<file path="src/hw/rtl/mpmc_pkg.sv">
// Shared types, operation/status codes and sequencer step codes for the pattern counter.
`default_nettype none
package mpmc_pkg;

    typedef struct packed {
        logic [2:0] operation;
        logic [7:0] char_byte;
        logic       last;
        logic [9:0] pattern_index;
    } mpmc_in_t;

    typedef struct packed {
        logic [9:0]  pattern_id;
        logic [31:0] match_count;
        logic [1:0]  status;
    } mpmc_out_t;

    localparam logic [2:0] OP_INSERT   = 3'd0;
    localparam logic [2:0] OP_BUILD    = 3'd1;
    localparam logic [2:0] OP_SCAN     = 3'd2;
    localparam logic [2:0] OP_FINALIZE = 3'd3;
    localparam logic [2:0] OP_QUERY    = 3'd4;

    localparam logic [1:0] STS_OK        = 2'd0;
    localparam logic [1:0] STS_NODE_FULL = 2'd1;
    localparam logic [1:0] STS_PAT_FULL  = 2'd2;
    localparam logic [1:0] STS_BAD_INDEX = 2'd3;

    // sequencer steps, shared by controller (state) and datapath (command decode)
    localparam logic [4:0] ST_IDLE   = 5'd0;
    localparam logic [4:0] ST_CLR    = 5'd1;
    localparam logic [4:0] ST_INS_A  = 5'd2;
    localparam logic [4:0] ST_INS_B  = 5'd3;
    localparam logic [4:0] ST_SCN_A  = 5'd4;
    localparam logic [4:0] ST_SCN_B  = 5'd5;
    localparam logic [4:0] ST_SCN_C  = 5'd6;
    localparam logic [4:0] ST_QRY_A  = 5'd7;
    localparam logic [4:0] ST_QRY_B  = 5'd8;
    localparam logic [4:0] ST_QRY_C  = 5'd9;
    localparam logic [4:0] ST_BLD_G1 = 5'd10;
    localparam logic [4:0] ST_BLD_G2 = 5'd11;
    localparam logic [4:0] ST_BLD_G3 = 5'd12;
    localparam logic [4:0] ST_BLD_N1 = 5'd13;
    localparam logic [4:0] ST_BLD_N2 = 5'd14;
    localparam logic [4:0] ST_BLD_N3 = 5'd15;
    localparam logic [4:0] ST_FIN_1  = 5'd16;
    localparam logic [4:0] ST_FIN_2  = 5'd17;
    localparam logic [4:0] ST_FIN_3  = 5'd18;
    localparam logic [4:0] ST_FIN_4  = 5'd19;
    localparam logic [4:0] ST_DONE   = 5'd20;

    typedef struct packed {
        logic [4:0] step;
        logic       accept;
        logic       push;
    } mpmc_cmd_t;

    typedef struct packed {
        logic built;
        logic alloc;
        logic row_end;
        logic bfs_done;
        logic fin_empty;
        logic fin_last;
        logic q_bad;
    } mpmc_sts_t;

    function automatic logic [7:0] mpmc_sym_of(input logic [7:0] b);
        logic [7:0] s;
        s = 8'd0;
        if (b >= 8'h61 && b <= 8'h7a) s = b - 8'h61;
        else if (b >= 8'h41 && b <= 8'h5a) s = b - 8'h41 + 8'd26;
        else if (b >= 8'h30 && b <= 8'h39) s = b - 8'h30 + 8'd52;
        else if (b == 8'h2d) s = 8'd62;
        return s;
    endfunction

endpackage
`default_nettype wire

</file>
<file path="src/hw/rtl/mpmc_ctrl.sv">
// Sequencer state machine for the pattern counter.
`default_nettype none
module mpmc_ctrl
    import mpmc_pkg::*;
(
    input  wire logic       clk,
    input  wire logic       rst_n,
    input  wire logic       item_valid,
    input  wire logic [2:0] operation,
    output logic            item_stall,
    output logic            result_valid,
    input  wire logic       result_stall,
    input  wire mpmc_sts_t  sts,
    output mpmc_cmd_t       cmd
);

    logic [4:0] state_reg, state_next;
    logic       boot_reg, boot_next;
    logic       out_valid_reg, out_valid_next;
    logic       accept, push;

    assign item_stall   = (state_reg != ST_IDLE);
    assign accept       = item_valid && (state_reg == ST_IDLE);
    assign push         = (state_reg == ST_DONE) && (!out_valid_reg || !result_stall);
    assign result_valid = out_valid_reg;
    assign cmd          = '{step: state_reg, accept: accept, push: push};
    assign out_valid_next = push || (out_valid_reg && result_stall);

    always_comb
    begin
        state_next = state_reg;
        boot_next  = boot_reg;
        unique case (state_reg)
            ST_IDLE:
            begin
                if (accept)
                begin
                    unique case (operation)
                        OP_INSERT:   state_next = sts.built ? ST_DONE : ST_INS_A;
                        OP_BUILD:    state_next = sts.built ? ST_DONE : ST_BLD_G1;
                        OP_SCAN:     state_next = ST_SCN_A;
                        OP_FINALIZE: state_next = sts.fin_empty ? ST_DONE : ST_FIN_1;
                        OP_QUERY:    state_next = ST_QRY_A;
                        default:     state_next = ST_DONE;
                    endcase
                end
            end
            ST_CLR:
            begin
                if (sts.row_end)
                begin
                    state_next = boot_reg ? ST_IDLE : ST_DONE;
                    boot_next  = 1'b0;
                end
            end
            ST_INS_A:  state_next = ST_INS_B;
            ST_INS_B:  state_next = sts.alloc ? ST_CLR : ST_DONE;
            ST_SCN_A:  state_next = ST_SCN_B;
            ST_SCN_B:  state_next = ST_SCN_C;
            ST_SCN_C:  state_next = ST_DONE;
            ST_QRY_A:  state_next = sts.q_bad ? ST_DONE : ST_QRY_B;
            ST_QRY_B:  state_next = ST_QRY_C;
            ST_QRY_C:  state_next = ST_DONE;
            ST_BLD_G1: state_next = ST_BLD_G2;
            ST_BLD_G2: state_next = ST_BLD_G3;
            ST_BLD_G3: state_next = sts.row_end ? ST_BLD_N1 : ST_BLD_G1;
            ST_BLD_N1: state_next = sts.bfs_done ? ST_DONE : ST_BLD_N2;
            ST_BLD_N2: state_next = ST_BLD_N3;
            ST_BLD_N3: state_next = ST_BLD_G1;
            ST_FIN_1:  state_next = ST_FIN_2;
            ST_FIN_2:  state_next = ST_FIN_3;
            ST_FIN_3:  state_next = ST_FIN_4;
            ST_FIN_4:  state_next = sts.fin_last ? ST_DONE : ST_FIN_1;
            ST_DONE:   if (push) state_next = ST_IDLE;
            default:   state_next = ST_IDLE;
        endcase
    end

    always_ff @(posedge clk or negedge rst_n)
    begin
        if (!rst_n)
        begin
            state_reg     <= ST_CLR;   // root row clear after reset
            boot_reg      <= 1'b1;
            out_valid_reg <= 1'b0;
        end
        else
        begin
            state_reg     <= state_next;
            boot_reg      <= boot_next;
            out_valid_reg <= out_valid_next;
        end
    end

endmodule
`default_nettype wire

</file>
<file path="config.mk">
export PLATFORM = sky130hd
export DESIGN_NAME = mpmc_ctrl
export DESIGN_NICKNAME = d
export VERILOG_FILES = /design/src/hw/rtl/mpmc_pkg.sv /design/src/hw/rtl/mpmc_ctrl.sv
export SDC_FILE = /design/constraint.sdc
export NUM_CORES = 1
export LEC_CHECK = 0
export BUFFER_PORTS_ARGS = -buffer_cell sky130_fd_sc_hd__buf_2
export CAP_MARGIN = 10
export CORE_MARGIN = 8
export CORE_UTILIZATION = 53
export CTS_BUF_LIST = sky130_fd_sc_hd__clkbuf_16
export CTS_CLUSTER_SIZE = 24
export DETAILED_ROUTE_END_ITERATION = 10
export PLACE_DENSITY = 0.95
export SLEW_MARGIN = 10
export SYNTH_ARGS = -nofsm -noshare
export SYNTH_HDL_FRONTEND = slang
export SYNTH_SLANG_ARGS = --single-unit
</file>
<file path="constraint.sdc">
create_clock -name clk -period 4.4 [get_ports clk]
set_input_delay 0.44 -clock clk [delete_from_list [all_inputs] [get_ports clk]]
set_output_delay 0.44 -clock clk [all_outputs]
set_load 0.01 [all_outputs]
</file>
Yosys cells after proc, flatten, opt, wreduce, memory -nomap -nowiden
Index checks and enable logic that the tools add are counted.
- register bits after elaboration: 7
- latch bits: 0
- bits in writable memories: 0
- bits in read-only memories: 0
- output and inout bits: 9
- memories: 0
- add/sub/neg operators: 0
- multiply operators: 0
- divide/modulo/power cells: 0
- order comparisons: 0
- equality and inequality tests: 27
- shift operators: 0
- muxes and demuxes: 14
- bitwise gates (word level): 0
- reduce and logical (&&, ||, !) cells: 13
- operator list (kind ; number):
    5-bit case mux with 20 select lines ; 1
    5-bit 2-to-1 mux ; 9
    5-bit by 4-bit == test with 1-bit output, second input constant ; 8
    5-bit == test, second input constant ; 5
    5-bit case mux with 5 select lines ; 1
    5-bit by 3-bit == test with 1-bit output, second input constant ; 4
    5-bit by 2-bit == test with 1-bit output, second input constant ; 2
    3-bit 2-to-1 mux ; 3
    3-bit by 2-bit == test with 1-bit output, second input constant ; 2
    2-bit != test, second input constant ; 3
    5-bit by 1-bit == test with 1-bit output, second input constant ; 1
    5-bit zero test ; 1
    5-bit nonzero test ; 1
    3-bit by 1-bit == test with 1-bit output, second input constant ; 1
    3-bit == test, second input constant ; 1
    1-bit logical AND ; 3
    3-bit zero test ; 1
    3-bit AND reduction ; 1
    1-bit zero test ; 2
    1-bit logical OR ; 2
    2-bit AND reduction ; 1
    2-bit OR reduction ; 1

Longest topological paths before layout
- word-level depth: 5
- gate-level depth with buffers: 5
- mapped depth without buffers: 4

Worst setup path before layout
Ideal clock, no wire load.
- path kind: reg-to-output
- start point: register state_reg[4]
- end point: output cmd[1] (netlist name)
- arrival time: 1.193 ns
- required time: 3.960 ns
- setup slack: 2.767 ns
- stages on the path, launching flop included: 5
- buffers on the path: 1
- cells stage by stage: dfrtp_1 > nor2_1 > nand3_1 > nor2_1 > buf_4
- cells in the longest elaborated chain, start to end: 2
- ends and longest elaborated chain (what ; RTL line ; source):
    from (decl) ; mpmc_ctrl.sv:17 ; logic [4:0] state_reg, state_next;
    from (signal assigned) ; mpmc_ctrl.sv:89 ; state_reg <= state_next;
    5-bit zero test ; mpmc_ctrl.sv:23 ; assign accept = item_valid && (state_reg == ST_IDLE);
    1-bit logical AND ; mpmc_ctrl.sv:23 ;
    to (decl) ; mpmc_ctrl.sv:14 ; output mpmc_cmd_t cmd
No other way between the ends.

==> impl_metrics.py <==
metrics = {
    "clocking": {
        "numCtsBuffers": 3,
        "clkTransAtPathRegs_ns": 0.04,
        "insertion_delay_ns": 0.23,
        "cts_max_path_buffers": 2,
        "cts_root_buf": "clkbuf_16",
        "post-cts-setup-buffer-count": 0,
        "cts-hold-fix-buffers": 0,
        "htreeDepth": 1,
        "post_cts_resized": 0,
        "cts_tree": "built",
        "clkSinkCount": 7,
    },
    "pwr": {
        "ir_worst_vdd_mv": 0.466,
        "p_leak_nw": 0.380,
        "total_power_mw": 0.613,
        "power_density_nw_per_um2": 699,
    },
    "floorplanning": {
        "die_area_um2": 2810,
        "start_util_pct": 56.6,
        "die_y_um": 53.0,
        "die_w_um": 53.0,
        "core_um2": 1280,
        "num_io_pins": 23,
        "num_rows": 13,
    },
    "timing": {
        "max_slew_margin_pct": 60.1,
        "final-setup-viol-count": 0,
        "fmaxAchievable_ghz": 0.477,
        "hold_viol": 0,
        "skew_ns": 0.000423,
        "rsz0062_at_grt": "no",
        "hold_ws_ns": 0.0419,
        "finalCriticalPeriod_ns": 2.10,
        "final_max_slew_viol_count": 0,
        "setup-tns-final_ns": 0,
        "tightest_slew_ns": 0.599,
        "fin_crit_sh_pct": 47.6,
    },
    "place": {
        "placed_cells": 122,
        "port_buffers": 22,
        "hpwlAfterDp_um": 1580,
        "gp_congestion": 0.860,
    },
    "critical_path": {
        "critPathRequiredTime_ns": 3.96,
        "crit_path_start_kind": "register",
        "crit_path_frequent_cell": "nor2_1",
        "slowest_stage": "dfrtp_1",
        "arrival_ns": 1.66,
        "path_class": "register to output port",
        "rrSetupSlack_ns": 2.66,
        "crit_path_max_incr_delay_ns": 0.53,
        "end_kind": "output port",
        "cp_max_fo": 15,
        "crit_chain": "nor2_1 > nand3_1 > nor2_1 > buf_2",
    },
    "logic_synthesis": {
        "async_flop_share_pct": 100,
        "ys_ff_latch": 7,
        "synth_flop_cell": "dfrtp_1",
        "yosysSeqAreaShare_pct": 24.4,
        "syn-cell-area_um2": 727,
        "synth_nets": 107,
        "synth_edf_count": 0,
        "avgSynthCellArea_um2": 7.82,
        "yosys_warnings": 0,
        "synthDistinctLibCells": 37,
        "synthCells": 93,
    },
    "flow_run": {
        "maxCapViolations": 0,
    },
    "routing": {
        "drc": 0,
        "ant_nets": 0,
        "drt_first_pass_iters": 4,
        "drtIter0Drc": 35,
        "routed_wl_um": 2060,
        "wl_per_cell_um": 16.3,
        "num_vias": 803,
        "avgViaCountPerCell": 6.37,
    },
    "final_layout": {
        "num_antenna_cells": 0,
        "fin_util_pct": 68.3,
        "largest_reg_flops": 5,
        "num-nets-final": 126,
        "area_delta_synth_final_pct": 20.7,
        "fin_cells": 126,
        "drive_gt1_share_pct": 27.0,
    },
    "global_route": {
        "grt_pass1_vias": 778,
        "gr-total-overflow": 0,
        "globalRouteTotalUtil_pct": 15.7,
        "grt_pass1_wl_um": 3440,
        "grt_max_degree": 21,
        "antenna_found_initial": 0,
    },
    "min_path": {
        "hp-class": "primary input to asynchronous set/reset pin",
    },
    "status": {
        "status": "finished clean",
    },
}
## cell families after synthesis
logic type / share of synthesized area, %
flops: 24.4
compound gates: 27.0
buf+inv: 10.5
simple gates: 35.3
mux: 2.75
## path summary, 6_finish.rpt
check | endpoint | cells after the start | startpoint
min in group clk | boot_reg | 2 | boot_reg
hold reg to reg | boot_reg | 2 | boot_reg
setup / recovery | cmd[1] | 4 | state_reg[4]
max in group asynchronous | state_reg[0] | 1 | rst_n
hold / removal | result_valid | 1 | rst_n
setup reg to reg | state_reg[4] | 4 | state_reg[1]
## cell usage after synthesis (3+ instances only)
| cell | count | area share, % |
|---|---|---|
| nor2_1 | 7 | 3.6 |
| inv_1 | 4 | 2.1 |
| nand2_1 | 7 | 3.6 |
| nor3b_1 | 3 | 3.1 |
| nor3_1 | 7 | 4.8 |
| a21oi_1 | 6 | 4.1 |
| a31oi_1 | 3 | 2.6 |
| nor2b_1 | 7 | 6.0 |
| buf_2 | 4 | 2.8 |
| o21ai_0 | 3 | 2.1 |
| dfrtp_1 | 5 | 17 |
## layer usage
| metal | track usage (%) | routed length (um) |
|---|---|---|
| met1 | 17.1 | 812 |
| met2 | 27.5 | 1050 |
| met3 | 2.80 | 148 |
| met4 | 8.62 | 45 |
| met5 | 0 | 0 |
## where the power goes
part	internal, mW	switching, mW	leakage [nW]
sequential	0.0965	0.0723	0.0865
combinational	0.137	0.159	0.251
clock	0.118	0.0311	0.0423
## worst max-delay path, delay by kind of cell (launching register included)
| family | cells | cell delay [ns] |
|---|---|---|
| buffers and inverters | 1 | 0.15 |
| DFF | 1 | 0.53 |
| and+or+nand+nor | 3 | 0.75 |
## final cells by class
type,instances,area (um^2)
fill,100,408
inverter,5,18.8
timing repair buffer,22,110
sequential,7,178
tap,15,18.8
clock buffer,3,75.1
multi-input combinational,73,473
clock inverter,1,3.75
## per-stage QoR
stage / cell area (um^2) / worst slack, ns
final: 877 / 2.30
after global placement: 798 / 2.65
after global routing: 877 / 2.16
after detailed placement: 798 / 2.58
after floorplan: 727 / 2.77
after CTS: 877 / 2.33
## cells in the final DEF (no fill, tap or decap), drive strengths merged, types with 2 or more instances in the layout
| master | instances |
|---|---|
| buf | 22 |
| nor2 | 8 |
| nor2b | 7 |
| nand2 | 7 |
| nor3 | 7 |
| a21oi | 6 |
| inv | 6 |
| dfrtp | 5 |
| nor3b | 3 |
| a31oi | 3 |
| o21ai | 3 |
| clkbuf | 3 |
| nand3 | 2 |
| mux2i | 2 |
| a32oi | 2 |
| a211oi | 2 |
| o21a | 2 |
| o32a | 2 |
| nand2b | 2 |
| o41a | 2 |
| dfstp | 2 |
| nor4b | 2 |
(Power assumes the default switching activity.)
